**src/rtl/plte_pkg.sv**
```systemverilog
// ----------------------------------------------------------------------------
// plte_pkg
// Shared types, constants and the CRC-32 byte update for the PLTE builder.
// ----------------------------------------------------------------------------
package plte_pkg;

   localparam int          PLTE_MAX_ENTRIES = 256;
   localparam int          PLTE_COUNT_W     = 9;
   localparam int          PLTE_LEN_W       = 11;
   localparam logic [31:0] PLTE_CRC_POLY    = 32'hEDB8_8320;
   localparam logic [31:0] PLTE_CRC_ONES    = 32'hFFFF_FFFF;

   // Entry held between the capture stage and the byte sequencer.
   typedef struct packed {
      logic                  valid;
      logic                  first;   // opens a chunk: length and type bytes
      logic                  last;    // closes a chunk: CRC bytes
      logic [PLTE_LEN_W-1:0] len;     // chunk data length in bytes
      logic [7:0]            ch0;
      logic [7:0]            ch1;
      logic [7:0]            ch2;
   } plte_entry_type;

   // Reflected CRC-32, one byte.
   function automatic logic [31:0] plte_crc_byte(input logic [31:0] c_in,
                                                 input logic [7:0]  b);
      logic [31:0] c;
      c = c_in ^ {24'h00_0000, b};
      for (int k = 0; k < 8; k++) begin
         if (c[0]) begin
            c = PLTE_CRC_POLY ^ (c >> 1);
         end else begin
            c = c >> 1;
         end
      end
      return c;
   endfunction

endpackage

```
**src/rtl/png_plte_chunk_builder_unit.sv**
```systemverilog
// ----------------------------------------------------------------------------
// png_plte_chunk_builder_unit
// Builds PNG PLTE chunk bytes, with CRC-32, from palette entries.
// ----------------------------------------------------------------------------
// Usage:
//  - req_ channel: one palette entry (three color bytes) per transaction.
//  - rsp_ channel: one chunk byte per transaction in file order. run_last
//    marks the last byte caused by an entry, chunk_end the final CRC byte.
//  - csr_: write palette_count (entries per chunk) while the block is idle;
//    zero acts as one, values above MAX_ENTRIES saturate.
// Entry path: an entry is held in the entry register, and its first byte is
// valid once it has been moved on into the result register.
// Throughput: one byte per cycle while rsp_ready is high, set by the byte-wide result register.
// An entry gives 3 bytes in mid-chunk, 11 when it opens a chunk, 7 when it
// closes one, 15 when it does both. A new entry is taken on the cycle the
// previous entry's last byte goes into the result register.
// Reset: clears the chunk position and CRC, palette_count returns to 256.
// Stall: while rsp_ready is low the result register holds; the entry
// register fills and then req_ready drops.
// ----------------------------------------------------------------------------
module png_plte_chunk_builder_unit
   import plte_pkg::*;
#(
   parameter int MAX_ENTRIES = PLTE_MAX_ENTRIES
) (
   input  logic                    clock,
   input  logic                    reset,
   // entry input
   input  logic                    req_valid,
   output logic                    req_ready,
   input  logic [7:0]              req_channel_first,
   input  logic [7:0]              req_channel_second,
   input  logic [7:0]              req_channel_third,
   // chunk byte output
   output logic                    rsp_valid,
   input  logic                    rsp_ready,
   output logic [7:0]              rsp_out_byte,
   output logic                    rsp_run_last,
   output logic                    rsp_chunk_end,
   // configuration
   input  logic                    csr_write_enable,
   input  logic [PLTE_COUNT_W-1:0] csr_write_data
);

   plte_entry_type entry;
   logic           entry_take;

   // entry register, position in chunk, count register
   plte_entry_stage #(
      .MAX_ENTRIES (MAX_ENTRIES)
   ) u_entry (
      .clock              (clock),
      .reset              (reset),
      .req_valid          (req_valid),
      .req_ready          (req_ready),
      .req_channel_first  (req_channel_first),
      .req_channel_second (req_channel_second),
      .req_channel_third  (req_channel_third),
      .csr_write_enable   (csr_write_enable),
      .csr_write_data     (csr_write_data),
      .entry              (entry),
      .entry_take         (entry_take)
   );

   // byte walk, CRC and result register
   plte_byte_seq u_seq (
      .clock         (clock),
      .reset         (reset),
      .entry         (entry),
      .entry_take    (entry_take),
      .rsp_valid     (rsp_valid),
      .rsp_ready     (rsp_ready),
      .rsp_out_byte  (rsp_out_byte),
      .rsp_run_last  (rsp_run_last),
      .rsp_chunk_end (rsp_chunk_end)
   );

endmodule

```
**src/rtl/plte_entry_stage.sv**
```systemverilog
// ----------------------------------------------------------------------------
// plte_entry_stage
// Input register for one palette entry, chunk position tracking and the
// palette_count register.
// ----------------------------------------------------------------------------
module plte_entry_stage
   import plte_pkg::*;
#(
   parameter int MAX_ENTRIES = PLTE_MAX_ENTRIES
) (
   input  logic                    clock,
   input  logic                    reset,
   input  logic                    req_valid,
   output logic                    req_ready,
   input  logic [7:0]              req_channel_first,
   input  logic [7:0]              req_channel_second,
   input  logic [7:0]              req_channel_third,
   input  logic                    csr_write_enable,
   input  logic [PLTE_COUNT_W-1:0] csr_write_data,
   output plte_entry_type          entry,
   input  logic                    entry_take
);

   localparam logic [PLTE_COUNT_W-1:0] MAX_CNT = PLTE_COUNT_W'(MAX_ENTRIES);
   localparam logic [PLTE_COUNT_W-1:0] ONE_CNT = PLTE_COUNT_W'(1);

   logic [PLTE_COUNT_W-1:0] count_ff, count_in;
   logic [PLTE_COUNT_W-1:0] seen_ff, seen_in;
   plte_entry_type          entry_ff, entry_in;
   logic [PLTE_COUNT_W-1:0] eff;
   logic [PLTE_COUNT_W:0]   seen_inc;
   logic                    accept;
   logic                    is_last;

   // zero means one, above the maximum saturates
   always_comb begin
      priority if (count_ff == '0) begin
         eff = ONE_CNT;
      end else if (count_ff > MAX_CNT) begin
         eff = MAX_CNT;
      end else begin
         eff = count_ff;
      end
   end

   assign req_ready = !entry_ff.valid || entry_take;
   assign accept    = req_valid && req_ready;
   assign seen_inc  = {1'b0, seen_ff} + (PLTE_COUNT_W+1)'(1);
   assign is_last   = seen_inc >= {1'b0, eff};

   always_comb begin
      count_in = csr_write_enable ? csr_write_data : count_ff;
      seen_in  = seen_ff;
      entry_in = entry_ff;
      if (entry_take) begin
         entry_in.valid = 1'b0;
      end
      if (accept) begin
         entry_in.valid = 1'b1;
         entry_in.first = (seen_ff == '0);
         entry_in.last  = is_last;
         entry_in.len   = {2'b00, eff} + {1'b0, eff, 1'b0};
         entry_in.ch0   = req_channel_first;
         entry_in.ch1   = req_channel_second;
         entry_in.ch2   = req_channel_third;
         seen_in        = is_last ? '0 : seen_inc[PLTE_COUNT_W-1:0];
      end
   end

   always_ff @(posedge clock) begin
      if (reset) begin
         count_ff       <= PLTE_COUNT_W'(256);
         seen_ff        <= '0;
         entry_ff.valid <= 1'b0;
      end else begin
         count_ff       <= count_in;
         seen_ff        <= seen_in;
         entry_ff.valid <= entry_in.valid;
      end
      entry_ff.first <= entry_in.first;
      entry_ff.last  <= entry_in.last;
      entry_ff.len   <= entry_in.len;
      entry_ff.ch0   <= entry_in.ch0;
      entry_ff.ch1   <= entry_in.ch1;
      entry_ff.ch2   <= entry_in.ch2;
   end

   assign entry = entry_ff;

endmodule

```
**src/rtl/plte_byte_seq.sv**
```systemverilog
// ----------------------------------------------------------------------------
// plte_byte_seq
// Walks the held entry's bytes one per cycle, while the output is not stalled,
// into the result register and keeps the running CRC.
// ----------------------------------------------------------------------------
module plte_byte_seq
   import plte_pkg::*;
(
   input  logic           clock,
   input  logic           reset,
   input  plte_entry_type entry,
   output logic           entry_take,
   output logic           rsp_valid,
   input  logic           rsp_ready,
   output logic [7:0]     rsp_out_byte,
   output logic           rsp_run_last,
   output logic           rsp_chunk_end
);

   // byte positions within one entry's run
   localparam logic [3:0] IDX_LEN0 = 4'd0;
   localparam logic [3:0] IDX_LEN1 = 4'd1;
   localparam logic [3:0] IDX_LEN2 = 4'd2;
   localparam logic [3:0] IDX_LEN3 = 4'd3;
   localparam logic [3:0] IDX_P    = 4'd4;
   localparam logic [3:0] IDX_L    = 4'd5;
   localparam logic [3:0] IDX_T    = 4'd6;
   localparam logic [3:0] IDX_E    = 4'd7;
   localparam logic [3:0] IDX_CH0  = 4'd8;
   localparam logic [3:0] IDX_CH1  = 4'd9;
   localparam logic [3:0] IDX_CH2  = 4'd10;
   localparam logic [3:0] IDX_CRC0 = 4'd11;
   localparam logic [3:0] IDX_CRC1 = 4'd12;
   localparam logic [3:0] IDX_CRC2 = 4'd13;
   localparam logic [3:0] IDX_CRC3 = 4'd14;

   logic [3:0]  idx_ff, idx_in;
   logic        mid_ff, mid_in;
   logic [31:0] crc_ff, crc_in;
   logic        rsp_valid_ff, rsp_valid_in;
   logic [7:0]  byte_ff, byte_in;
   logic        run_last_ff, run_last_in;
   logic        end_ff, end_in;

   logic [3:0]  cur_idx;
   logic [31:0] crc_out;
   logic        advance, emit, done;

   assign advance = !rsp_valid_ff || rsp_ready;
   assign emit    = entry.valid && advance;
   assign cur_idx = mid_ff ? idx_ff : (entry.first ? IDX_LEN0 : IDX_CH0);
   assign crc_out = crc_ff ^ PLTE_CRC_ONES;
   assign done    = (cur_idx == IDX_CH2 && !entry.last) || cur_idx == IDX_CRC3;
   assign entry_take = emit && done;

   always_comb begin
      unique case (cur_idx)
         IDX_LEN0: byte_in = 8'h00;
         IDX_LEN1: byte_in = 8'h00;
         IDX_LEN2: byte_in = {5'b00000, entry.len[PLTE_LEN_W-1:8]};
         IDX_LEN3: byte_in = entry.len[7:0];
         IDX_P:    byte_in = 8'h50;
         IDX_L:    byte_in = 8'h4C;
         IDX_T:    byte_in = 8'h54;
         IDX_E:    byte_in = 8'h45;
         IDX_CH0:  byte_in = entry.ch0;
         IDX_CH1:  byte_in = entry.ch1;
         IDX_CH2:  byte_in = entry.ch2;
         IDX_CRC0: byte_in = crc_out[31:24];
         IDX_CRC1: byte_in = crc_out[23:16];
         IDX_CRC2: byte_in = crc_out[15:8];
         IDX_CRC3: byte_in = crc_out[7:0];
         default:  byte_in = 8'h00;
      endcase
   end

   always_comb begin
      idx_in       = idx_ff;
      mid_in       = mid_ff;
      crc_in       = crc_ff;
      rsp_valid_in = advance ? entry.valid : rsp_valid_ff;
      run_last_in  = done;
      end_in       = (cur_idx == IDX_CRC3);
      if (emit) begin
         mid_in = !done;
         idx_in = cur_idx + 4'd1;
         // CRC covers type and data bytes; it restarts with each chunk
         if (cur_idx == IDX_LEN0) begin
            crc_in = PLTE_CRC_ONES;
         end else if (cur_idx >= IDX_P && cur_idx <= IDX_CH2) begin
            crc_in = plte_crc_byte(crc_ff, byte_in);
         end
      end
   end

   always_ff @(posedge clock) begin
      if (reset) begin
         mid_ff       <= 1'b0;
         crc_ff       <= PLTE_CRC_ONES;
         rsp_valid_ff <= 1'b0;
      end else begin
         mid_ff       <= mid_in;
         crc_ff       <= crc_in;
         rsp_valid_ff <= rsp_valid_in;
      end
      idx_ff <= idx_in;
      if (emit) begin
         byte_ff     <= byte_in;
         run_last_ff <= run_last_in;
         end_ff      <= end_in;
      end
   end

   assign rsp_valid     = rsp_valid_ff;
   assign rsp_out_byte  = byte_ff;
   assign rsp_run_last  = run_last_ff;
   assign rsp_chunk_end = end_ff;

endmodule

```
**config.mk**
```make
export PLATFORM = sky130hd
export DESIGN_NAME = png_plte_chunk_builder_unit
export DESIGN_NICKNAME = d
export VERILOG_FILES = /design/src/rtl/plte_pkg.sv /design/src/rtl/png_plte_chunk_builder_unit.sv /design/src/rtl/plte_entry_stage.sv /design/src/rtl/plte_byte_seq.sv
export SDC_FILE = /design/constraint.sdc
export NUM_CORES = 1
export LEC_CHECK = 0
export BUFFER_PORTS_ARGS = -buffer_cell sky130_fd_sc_hd__buf_4
export CAP_MARGIN = 20
export CORE_AREA = 2 2 76 151
export CTS_CLUSTER_DIAMETER = 100
export DETAILED_ROUTE_END_ITERATION = 6
export DIE_AREA = 0 0 78 153
export PLACE_DENSITY_LB_ADDON = 0.3
export SYNTH_ARGS = -nofsm -noshare
export SYNTH_HDL_FRONTEND = slang
export SYNTH_HIERARCHICAL = 1
export SYNTH_SLANG_ARGS = --single-unit
```
**constraint.sdc**
```tcl
create_clock -name clock -period 9.7 [get_ports clock]
set_input_delay 1.94 -clock clock [delete_from_list [all_inputs] [get_ports clock]]
set_output_delay 1.94 -clock clock [all_outputs]
set_load 0.03 [all_outputs]
```
# ---- Yosys cells after proc, flatten, opt, wreduce, memory -nomap -nowiden
# Index checks and enable logic that the tools add are counted.
dict set report classes {
  eq_ne 13
  n_mux 39
  n_bitwise 10
  reduce_logical 18
  n_lt_le_gt_ge 4
  add_sub_neg 3
}
# operator n
set op_table {}
lappend op_table {{two-way mux 32 bit} 31}
lappend op_table {{inverter 13 -> 14 bit} 8}
lappend op_table {{one-hot mux 8 bit (13 select lines)} 1}
lappend op_table {{two-way mux 38 bit} 1}
lappend op_table {{inverter 32 bit} 1}
lappend op_table {{bitwise XOR 32 x 8 -> 32 bit} 1}
lappend op_table {{== test 4 bit (second input constant)} 7}
lappend op_table {{two-way mux 9 bit} 3}
lappend op_table {{logical NOT 9 bit} 2}
lappend op_table {{== test 4 x 3 -> 1 bit (second input constant)} 4}
lappend op_table {{adder 9 x 10 -> 11 bit} 1}
lappend op_table {{adder 9 x 1 -> 10 bit (second input constant)} 1}
lappend op_table {{>= comparator 10 x 9 -> 1 bit} 1}
lappend op_table {{greater-than comparator 9 bit (second input constant)} 1}
lappend op_table {{== test 4 x 2 -> 1 bit (second input constant)} 2}
lappend op_table {{two-way mux 4 bit} 2}
lappend op_table {{logical AND 1 bit} 5}
lappend op_table {{adder 4 x 1 -> 4 bit (second input constant)} 1}
lappend op_table {{>= comparator 4 x 3 -> 1 bit (second input constant)} 1}
lappend op_table {{<= comparator 4 bit (second input constant)} 1}
lappend op_table {{logical NOT 1 bit} 4}
lappend op_table {{logical NOT 4 bit} 1}
lappend op_table {{nonzero test 2 bit} 2}
lappend op_table {{logical OR 1 bit} 3}
lappend op_table {{2 further kinds} 2}
dict set report totals {
  wordCells 103
  in_bits 38
  out_inout_bits 12
  regBits 104
}

# ---- Depth between registers and ports, before layout
# Gate-level depths: netlist (run 1).
dict set report depth {
  depth_word 44
  depth_mapped 16
  mapped_depth_nobuf 12
}

# ---- Hierarchy
# Netlist (run 1), hierarchy kept.
# mod instances seq_area_each_um2 area_per_inst_um2 cells_each
set by_module_without_submodules {}
lappend by_module_without_submodules {plte_byte_seq 1 1101.1 3703.6 357}
lappend by_module_without_submodules {plte_entry_stage 1 1491.4 2606.2 220}

# ---- Worst setup path after synthesis (run 1)
# No wires, ideal clock.
dict set report synth_timing {
  path_type {input port to output port}
  from {input port rsp_ready}
  to {output port req_ready}
  path_slack_ns 5.204
  path_buffers 0
  stages 4
  arrival_ns 2.556
  t_required_ns 7.760
  path_cell_list {nand2b_1 > nand2_1 > nor2b_1 > nand2b_1}
}
dict set report synth_between {
  elab_chain_len 4
}
# element line
set synth_rtl {}
lappend synth_rtl {{from (decl)} png_plte_chunk_builder_unit.sv:36} ;# input logic rsp_ready,
lappend synth_rtl {{logical OR 1 bit} plte_byte_seq.sv:49} ;# assign advance = !rsp_valid_ff || rsp_ready;
lappend synth_rtl {{logical AND 1 bit} plte_byte_seq.sv:50} ;# assign emit = entry.valid && advance;
lappend synth_rtl {{logical AND 1 bit} plte_byte_seq.sv:54} ;# assign entry_take = emit && done;
lappend synth_rtl {{net entry_take} png_plte_chunk_builder_unit.sv:46} ;# logic entry_take;
lappend synth_rtl {{logical OR 1 bit} plte_entry_stage.sv:46} ;# assign req_ready = !entry_ff.valid || entry_take;
lappend synth_rtl {{to (decl)} png_plte_chunk_builder_unit.sv:30} ;# output logic req_ready,
# The timed path passes the listed nets, and every way through them passes these cells.

# ---- Final worst setup path (run 1)
dict set report layout_timing {
  from {register u_seq.mid_ff}
  to {output port req_ready}
}
dict set report layout_between {
  elab_chain_len 6
}
# element line
set layout_rtl {}
lappend layout_rtl {{from (decl)} plte_byte_seq.sv:38} ;# logic mid_ff, mid_in;
lappend layout_rtl {{from (signal assigned)} plte_byte_seq.sv:102} ;# mid_ff <= mid_in;
lappend layout_rtl {{two-way mux 4 bit (*)} plte_byte_seq.sv:51} ;# assign cur_idx = mid_ff ? idx_ff : (entry.first ? IDX_LEN0 : IDX_CH0);
lappend layout_rtl {{== test 4 bit} plte_byte_seq.sv:53} ;# assign done = (cur_idx == IDX_CH2 && !entry.last) || cur_idx == IDX_CRC3;
lappend layout_rtl {{logical AND 1 bit} plte_byte_seq.sv:53}
lappend layout_rtl {{logical OR 1 bit (*)} plte_byte_seq.sv:53}
lappend layout_rtl {{net u_seq.done} plte_byte_seq.sv:47} ;# logic advance, emit, done;
lappend layout_rtl {{logical AND 1 bit (*)} plte_byte_seq.sv:54}
lappend layout_rtl {{net entry_take} png_plte_chunk_builder_unit.sv:46}
lappend layout_rtl {{logical OR 1 bit (*)} plte_entry_stage.sv:46}
# The timed path passes the listed nets; every way through them passes the cells marked *.

==> results of run 1 <==
-- metrics by stage --
stage	instance area [µm²]	setup WS (ps)	cells	util (%)	power, mW
2_1_floorplan	6310	5200	577	-	0.883
3_3_place_gp	6670	5010	741	61.7	0.959
3_5_place_dp	6670	5000	741	61.7	0.968
4_1_cts	6960	4620	757	64.3	1.32
5_1_grt	6960	4330	758	64.4	1.38
6_report	6960	4550	758	64.4	1.32
-- layout by cell type, fill, tap and decap left out, types with 17 or more instances in the layout --
| master | count |
|---|---|
| buf_4 | 52 |
| a21oi_1 | 34 |
| xor2_1 | 17 |
| edfxtp_1 | 51 |
| xnor2_1 | 17 |
| nor2_1 | 46 |
| ha_1 | 20 |
| nand2_1 | 34 |
| nand2b_1 | 21 |
| dfxtp_1 | 53 |
| inv_1 | 33 |
| o21ai_0 | 21 |
-- cell type report --
| class | count | area, µm² |
|---|---|---|
| flip-flops and latches | 104 | 2590 |
| multi-input cells | 413 | 3390 |
| inverters | 33 | 124 |
| clock buffers | 10 | 229 |
| clock inverters | 6 | 57.6 |
| fillers | 880 | 3850 |
| repair buffers | 52 | 390 |
| well taps | 140 | 175 |
-- state kept, by name, indices dropped and copies added (netlist names) --
register	count
u_seq/rsp_chunk_end	1
u_seq/crc_ff	32
u_seq/rsp_out_byte	8
u_seq/rsp_valid	1
u_seq/mid_ff	1
u_entry/count_ff	9
u_entry/seen_ff	9
u_seq/idx_ff	4
u_seq/rsp_run_last	1
u_entry/entry	38
-- cells by family after synthesis --
group                      after synthesis  synth area share, %
adders and majority gates               21                 4.28
AOI/OAI and AO/OA                      157                 18.8
xor gates and xnor gates                60                 14.5
muxes                                   11                 2.00
DFF                                    104                 41.1
and+or+nand+nor                        164                 14.2
buffers and inverters                   60                 5.12
-- worst max-delay path, cell delays in order (launching register included) --
cell and delay (ps):
dfxtp_1 880, nand2_1 270, inv_1 140, ha_1 330
nand4_1 410, o31ai_1 300, nor2b_1 190, nand2b_1 160
buf_4 170
-- path summary, 6_finish.rpt --
check / start / endpoint / slack (ps) / depth (start not counted)
min reg2reg: u_entry/entry[37] / u_seq/rsp_valid / 480 / 2
max reg2reg: u_seq/mid_ff / u_seq/crc_ff[18] / 5240 / 11
max: u_seq/mid_ff / req_ready / 4550 / 8
min: u_entry/entry[37] / u_seq/rsp_valid / 480 / 2
-- metal layers --
metal	track usage (%)	wire, µm	vias up	part of all wire [%]
li1	-	-	2180	-
met4	15.9	872	0	5.8
met3	3.96	549	55	3.6
met2	50.0	8600	159	57
met1	25.2	5130	2181	34
met5	0	0	-	0
-- power groups by stage --
stage / sequential, mW / combinational, mW / clock (mW)
2_1_floorplan: 0.535 / 0.348 / 0
3_5_place_dp: 0.544 / 0.424 / 0
6_report: 0.535 / 0.428 / 0.353
3_3_place_gp: 0.543 / 0.415 / 0
5_1_grt: 0.539 / 0.458 / 0.378
4_1_cts: 0.535 / 0.426 / 0.360
==> impl_metrics.yaml, run 1 <==
logic_synthesis:
  synth_seq_cells: 104
  yosysUniqueCellTypes: 102
  synth_area_leaders: "edfxtp_1 24%, dfxtp_1 17%, xnor3_1 5.0%"
  syn-num-nets: 636
  synth_top_area_share_pct: 24.3
  synth-edff-count: 51
  synth_common_cells: "53 x dfxtp_1, 51 x edfxtp_1, 46 x nor2_1"
  synth-main-ff-cell: "dfxtp_1"
  syn-cell-area_um2: 6310
  yosys.area.top_type: "edfxtp_1"
  avgSynthCellArea_um2: 10.9
  syn_inst: 577
  ys_seq_area_share_pct: 41.1
  async_reset_ff_share_pct: 0
  yosysWarnings: 6
  yosysMostFrequentCell: "dfxtp_1"
sta:
  max_freq_ghz: 0.194
  max_slew_margin_pct: 43.5
  period_share_pct: 53.1
  rsz0062_at_grt: "false"
  worst_slew_pin_slew_ps: 847
  slew_viol_final: 0
  final.min_clock_period_ps: 5150
  setup_viol: 0
  report.final.hold_viol_count: 0
  hold_slack_ps: 477
  finClkSkew_ps: 7.48
  finalSetupTns_ps: 0
power:
  seq_power_share_pct: 40.7
  p_leak_nw: 2.95
  pwr-share-clk_pct: 26.8
  share_comb_of_total_power_pct: 32.5
  max-vdd-ir-drop_v: 0.000103
  swShare_pct: 30.6
  p_per_area_nw_per_um2: 189
  intPower_mw: 0.913
  power.switching_mw: 0.403
placement:
  dp_hpwl_um: 11600
  globalplace.congestion: 0.966
  io_buffers: 49
critical_path:
  critPathArrivalTime_ps: 3210
  criticalPathCategory: "register to output pin"
  start_kind: "register"
  critPathMaxFanout: 24
  cp_data_required_time_ps: 7760
  end_kind: "output pin"
clock_network:
  clk_latency_ps: 350
  clock-sinks: 104
  clk_pin_slew_ps: 70
  cts_resized: 0
  cts_buffer_depth: 2
  htreeDepth: 3
  cts_buffers: 9
  cts_hold_buffers: 0
  tritoncts: "yes"
  cts-root-buf: "clkbuf_16"
  cts_setup_buffers: 0
global_route:
  overflow: 0
  first_global_vias: 4678
  track_usage_pct: 26.1
  grt_pass1_wl_um: 23700
  antenna_found_initial: 0
  grt_max_degree: 40
routing:
  drc_errors: 0
  ant_nets: 0
  viasPerCell: 6.04
  post_drt_wl_per_cell_um: 20.0
  drtIter0Drc: 378
  vias: 4575
  totalWireLength_um: 15200
  dr.pass1.iters: 5
job:
  drv_cap: 0
floorplanning:
  die_w_um: 78
  boundaryPins: 50
  die_h_um: 153
  placementRows: 54
  die_area_um2: 11900
  coreArea_um2: 10800
  initial_utilization_pct: 58.4
cells_and_area:
  layout.nets: 672
  drive_gt1_share_pct: 18.9
  synthToLayoutAreaGrowth_pct: 10.4
  antenna-diode-count: 0
worst_hold_path:
  min_path_type: "register to register"
status:
  outcome: "finished, final reports clean"
(Power assumes the default switching activity.)
==> run 2, diff against run 1 <==
--- a/config.mk
+++ b/config.mk
@@ -5,12 +5,13 @@
 export SDC_FILE = /design/constraint.sdc
 export NUM_CORES = 1
 export LEC_CHECK = 0
+export ABC_AREA = 1
 export BUFFER_PORTS_ARGS = -buffer_cell sky130_fd_sc_hd__buf_4
 export CAP_MARGIN = 20
-export CORE_AREA = 2 2 76 151
+export CORE_AREA = 2 2 82 162
 export CTS_CLUSTER_DIAMETER = 100
 export DETAILED_ROUTE_END_ITERATION = 6
-export DIE_AREA = 0 0 78 153
+export DIE_AREA = 0 0 84 164
 export PLACE_DENSITY_LB_ADDON = 0.3
 export SYNTH_ARGS = -nofsm -noshare
 export SYNTH_HDL_FRONTEND = slang
==> constraint.sdc (replaced) <==
create_clock -name clock -period 4.55 [get_ports clock]
set_input_delay 0.91 -clock clock [delete_from_list [all_inputs] [get_ports clock]]
set_output_delay 0.91 -clock clock [all_outputs]
set_load 0.03 [all_outputs]
==> impl_metrics.yaml, run 2 <==
logic_synthesis:
  yosys.area_share.simple_pct: 36.4
  synth_xor_area_share_pct: 3.25
  synth_top_family_by_area: "simple AND/OR/NAND/NOR gates"
  syn_inst: 905
  yosysWarnings: 6
  async_reset_ff_share_pct: 0
  yosys.area.top_type: "edfxtp_1"
  ys_seq_area_share_pct: 38.5
  synth_compound_area_share_pct: 10.2
  syn-num-nets: 964
  synth.area.mux_share_pct: 0
  yosysUniqueCellTypes: 48
  synth_area_leaders: "edfxtp_1 23%, dfxtp_1 16%, nand2_1 14%"
  yosysMostFrequentCell: "nand2_1"
  synth_common_cells: "252 x nand2_1, 93 x inv_1, 83 x nand3_1"
  synth-adder-area-share_pct: 4.02
  synth_top_area_share_pct: 22.8
  synth-main-ff-cell: "dfxtp_1"
  synth-edff-count: 51
  synth_seq_cells: 104
  syn-cell-area_um2: 6730
  avgSynthCellArea_um2: 7.44
cells_and_area:
  final_common_cell: "nand2_1"
  largest_reg_flops: 38
  antenna-diode-count: 0
  drive_gt1_share_pct: 16.0
  layout.nets: 1004
  fin_cells: 1100
  mostFrequentLayoutCells: "252 x nand2_1, 93 x inv_1, 83 x nand3_1, 75 x nor2_1, 53 x dfxtp_1"
  synthToLayoutAreaGrowth_pct: 11.2
clock_network:
  clk_pin_slew_ps: 70
  clock-sinks: 104
  cts-root-buf: "clkbuf_16"
  tritoncts: "yes"
  htreeDepth: 3
  cts_hold_buffers: 0
  cts_buffers: 9
  cts_setup_buffers: 0
  clk_latency_ps: 350
  cts_resized: 0
  cts_buffer_depth: 2
routing:
  post_drt_wl_per_cell_um: 16.7
  wl_met3_um: 866
  drtIter0Drc: 487
  met2_length_um: 9760
  drc_errors: 0
  maxUsedRoutingLayer: "met4"
  totalWireLength_um: 18400
  wirelength_met1_um: 6020
  dr.pass1.iters: 5
  ant_nets: 0
  viasPerCell: 5.65
  vias: 6212
critical_path:
  slowest_delay_ps: 660
  reg2reg_from: "u_seq/mid_ff"
  critPathArrivalTime_ps: 2910
  criticalPathCategory: "register to output pin"
  r2r_cells: 12
  critPathMaxFanout: 10
  r2r_slack_ps: 910
  crit_chain: "nand2_2 > inv_1 > ha_1 > nand4_1 > o21ai_0 > inv_1 > nor2_1 > inv_1 > nand2_1 > buf_4"
  slowest_stage: "dfxtp_1"
  start_kind: "register"
  end_kind: "output pin"
  endpoint: "req_ready"
  cpMostUsedCell: "inv_1"
  crit_start: "u_seq/mid_ff"
  timing.rr.end: "u_entry/entry[33]"
  cp_data_required_time_ps: 3640
sta:
  worst_slew_pin_slew_ps: 817
  finClkSkew_ps: 9.83
  max_freq_ghz: 0.262
  period_share_pct: 84.0
  max_slew_margin_pct: 45.5
  hold_slack_ps: 488
  final.min_clock_period_ps: 3820
  report.final.hold_viol_count: 0
  slew_viol_final: 0
  finalSetupTns_ps: 0
  rsz0062_at_grt: "false"
  setup_viol: 0
floorplanning:
  die_area_um2: 13800
  placementRows: 58
  coreArea_um2: 12600
  initial_utilization_pct: 53.6
  boundaryPins: 50
  die_w_um: 84
  die_h_um: 164
global_route:
  track_usage_pct: 27.6
  first_global_vias: 6048
  antenna_found_initial: 0
  overflow: 0
  grt_max_degree: 44
  grt_pass1_wl_um: 29700
worst_hold_path:
  hold_start: "u_entry/count_ff[3]"
  min_path_type: "register to register"
power:
  p_per_area_nw_per_um2: 380
  max-vdd-ir-drop_v: 0.000267
  p_leak_nw: 3.64
status:
  outcome: "finished, final reports clean"
placement:
  dp_hpwl_um: 14300
  globalplace.congestion: 0.944
  place_inst: 1084
  io_buffers: 49
job:
  drv_cap: 0
run 2: cell count changes in the layout (fill, tap and decap cells not counted), moves of 9 or more:
cell,delta
nand2_1,+218
nand3_1,+77
inv_1,+60
nand2_2,+35
nor2_1,+29
nand4_1,+27
nand2b_1,-21
xnor3_1,-14
xnor2_1,-13
nand3_2,+12
o21ai_0,+12
a21oi_1,+9
mux2i_1,-9
o211ai_1,+9
run 2: kinds of logic (layout without fill, tap and decap cells):
| kind of cell | Yosys count | count (layout) |
|---|---|---|
| buffers and inverters | 124 | 169 |
| xor gates and xnor gates | 25 | 25 |
| DFF | 104 | 104 |
| and+or+nand+nor | 517 | 517 |
| adders and majority gates | 21 | 21 |
| AOI/OAI and AO/OA | 114 | 114 |
run 2: routing by layer:
metal	global-route usage, %	vias up
met3	4.42	110
met4	22.3	0
met1	26.5	2770
li1	-	3085
met2	51.1	247
met5	0	-
run 2: per-stage QoR:
| stage | power [mW] | cell area (µm²) | setup slack [ps] | utilization, % |
|---|---|---|---|---|
| 4_1_cts | 2.84 | 7480 | 754 | 59.6 |
| 2_1_floorplan | 1.81 | 6730 | 1370 | - |
| 3_5_place_dp | 2.06 | 7180 | 934 | 57.2 |
| 6_report | 2.84 | 7480 | 728 | 59.6 |
| 5_1_grt | 3.01 | 7480 | 449 | 59.6 |
| 3_3_place_gp | 2.05 | 7180 | 999 | 57.2 |
run 2: area by class of cell:
class / count / area (µm²)
fill: 1157 / 5070
multi-input combinational: 677 / 3630
sequential: 104 / 2590
timing repair buffer: 52 / 390
inverter: 101 / 379
clock buffer: 9 / 225
tap: 150 / 188
clock inverter: 7 / 72.6
run 2: power breakdown:
group / total, mW / switching (mW) / internal, mW
Combinational: 0.933 / 0.648 / 0.285
Clock: 0.778 / 0.389 / 0.388
Sequential: 1.13 / 0.0632 / 1.07
Total: 2.84 / 1.10 / 1.74
run 2: worst min-delay path by stage:
stage | depth (start not counted) | end | slack (ps)
floorplan | 2 | u_entry/count_ff[3] | 450
global placement | 2 | u_entry/count_ff[3] | 470
detailed placement | 2 | u_entry/count_ff[3] | 480
CTS | 2 | u_entry/count_ff[3] | 490
global route | 2 | u_entry/count_ff[7] | 510
finish | 2 | u_entry/count_ff[3] | 490
run 2: critical path, delay by kind of cell, from the launching register on:
family / cells / cell delay [ps]
AOI/OAI and AO/OA: 1 / 290
DFF: 1 / 660
and+or+nand+nor: 4 / 850
adders and majority gates: 1 / 360
buffers and inverters: 4 / 390
==> run 3, diff against run 2 <==
==> constraint.sdc (replaced) <==
create_clock -name clock -period 3.2 [get_ports clock]
set_input_delay 0.64 -clock clock [delete_from_list [all_inputs] [get_ports clock]]
set_output_delay 0.64 -clock clock [all_outputs]
set_load 0.03 [all_outputs]
==> impl_metrics.yaml, run 3 (synthesized netlist as in run 2, its figures left out) <==
status:
  outcome: "finished, final reports clean"
worst_hold_path:
  min_path_type: "input port to register"
  hold_start: "req_channel_first[5]"
critical_path:
  cp_data_required_time_ps: 2560
  criticalPathCategory: "register to output pin"
  slowest_stage: "dfxtp_1"
  slowest_delay_ps: 380
  crit_start: "u_seq/mid_ff"
  start_kind: "register"
  end_kind: "output pin"
  crit_chain: "buf_4 > nand2_4 > nand3_2 > o21ai_0 > inv_1 > nor2_1 > inv_1 > nand2_1 > buf_4"
  reg2reg_from: "u_seq/idx_ff[0]"
  critPathMaxFanout: 16
  critPathArrivalTime_ps: 2320
cells_and_area:
  largest_reg_flops: 38
  drive_gt1_share_pct: 17.7
  final_common_cell: "nand2_1"
  mostFrequentLayoutCells: "251 x nand2_1, 93 x inv_1, 83 x nand3_1, 74 x nor2_1, 63 x buf_4"
  antenna-diode-count: 0
  synthToLayoutAreaGrowth_pct: 13.6
  layout.nets: 1018
power:
  seq_power_share_pct: 39.0
  max-vdd-ir-drop_v: 0.000284
  intPower_mw: 2.52
  p_per_area_nw_per_um2: 538
  pwr-share-clk_pct: 27.4
  share_comb_of_total_power_pct: 33.6
  swShare_pct: 38.8
  finalPower_mw: 4.11
  power.switching_mw: 1.59
  p_leak_nw: 3.72
placement:
  pre_cts_ws_ps: 90.2
  dp_hpwl_um: 15100
  globalplace.congestion: 0.943
  io_buffers: 49
sta:
  final.min_clock_period_ps: 2960
  fin_ws_ps: 238
  period_share_pct: 92.6
  max_slew_margin_pct: 40.9
  setup_viol: 0
  finalSetupTns_ps: 0
  worst_slew_pin_slew_ps: 885
  max_freq_ghz: 0.338
  finClkSkew_ps: 8.94
  report.final.hold_viol_count: 0
  rsz0062_at_grt: "false"
  slew_viol_final: 0
floorplanning:
  die_area_um2: 13800
  die_h_um: 164
  die_w_um: 84
  boundaryPins: 50
  placementRows: 58
  initial_utilization_pct: 53.6
  coreArea_um2: 12600
routing:
  ant_nets: 0
  drc_errors: 0
  dr.pass1.iters: 5
  vias: 6388
  wirelength_met1_um: 6220
  maxUsedRoutingLayer: "met4"
  wl_met3_um: 903
  met2_length_um: 10700
  totalWireLength_um: 19600
  viasPerCell: 5.73
  drtIter0Drc: 451
  post_drt_wl_per_cell_um: 17.5
clock_network:
  clk_pin_slew_ps: 80
  clock-sinks: 104
  cts_buffers: 9
  htreeDepth: 3
  cts-root-buf: "clkbuf_16"
  tritoncts: "yes"
  cts_buffer_depth: 2
  clk_latency_ps: 360
global_route:
  first_global_vias: 6290
  grt_pass1_wl_um: 30900
  track_usage_pct: 29.3
  antenna_found_initial: 0
  overflow: 0
  grt_max_degree: 44
job:
  drv_cap: 0
run 3: power groups by stage:
stage | Combinational, mW | Sequential (mW) | Clock, mW
2_1_floorplan | 0.949 | 1.62 | 0
5_1_grt | 1.52 | 1.61 | 1.20
3_5_place_dp | 1.35 | 1.63 | 0
6_report | 1.38 | 1.60 | 1.13
3_3_place_gp | 1.34 | 1.63 | 0
4_1_cts | 1.35 | 1.60 | 1.14
run 3: final timing paths:
kind / to / slack, ps / depth (start not counted)
setup / recovery: req_ready / 240 / 9
hold / removal: u_entry/entry[21] / 450 / 1
setup reg to reg: u_seq/crc_ff[8] / 240 / 17
hold reg to reg: u_seq/crc_ff[17] / 490 / 2
run 3: per-stage QoR:
step	instances	util (%)	cell area [µm²]	hold slack, ps
after detailed placement	1097	58.3	7320	473
after floorplan	905	-	6730	448
after CTS	1113	60.7	7620	445
final	1114	60.9	7650	450
after global routing	1114	60.9	7650	435
after global placement	1097	58.3	7320	469
run 3: cell type report:
type	instances	area [µm²]
fillers	1164	4910
multi-input cells	677	3650
flip-flops and latches	104	2590
repair buffers	66	533
inverters	101	379
clock buffers	9	225
well taps	150	188
clock inverters	7	80.1
run 3: repair_timing:
action | CTS | global route
setup buffers | 0 | 1
resized for setup | 0 | 5
endpoints found under the setup margin | 0 | 19
hold buffers | 0 | 0
run 3: worst max-delay path, delay by kind of cell, from the launching register on:
family	cells	cell delay [ps]
AO/OA/AOI/OAI	1	360
AND/OR/NAND/NOR	4	710
buffers and inverters	4	490
flip-flops	1	380
run 3: per-layer routing:
layer,track usage (%),up-vias
met5,0,-
met4,23.8,0
met3,5.38,101
met2,55.8,263
met1,26.0,2914
li1,-,3110
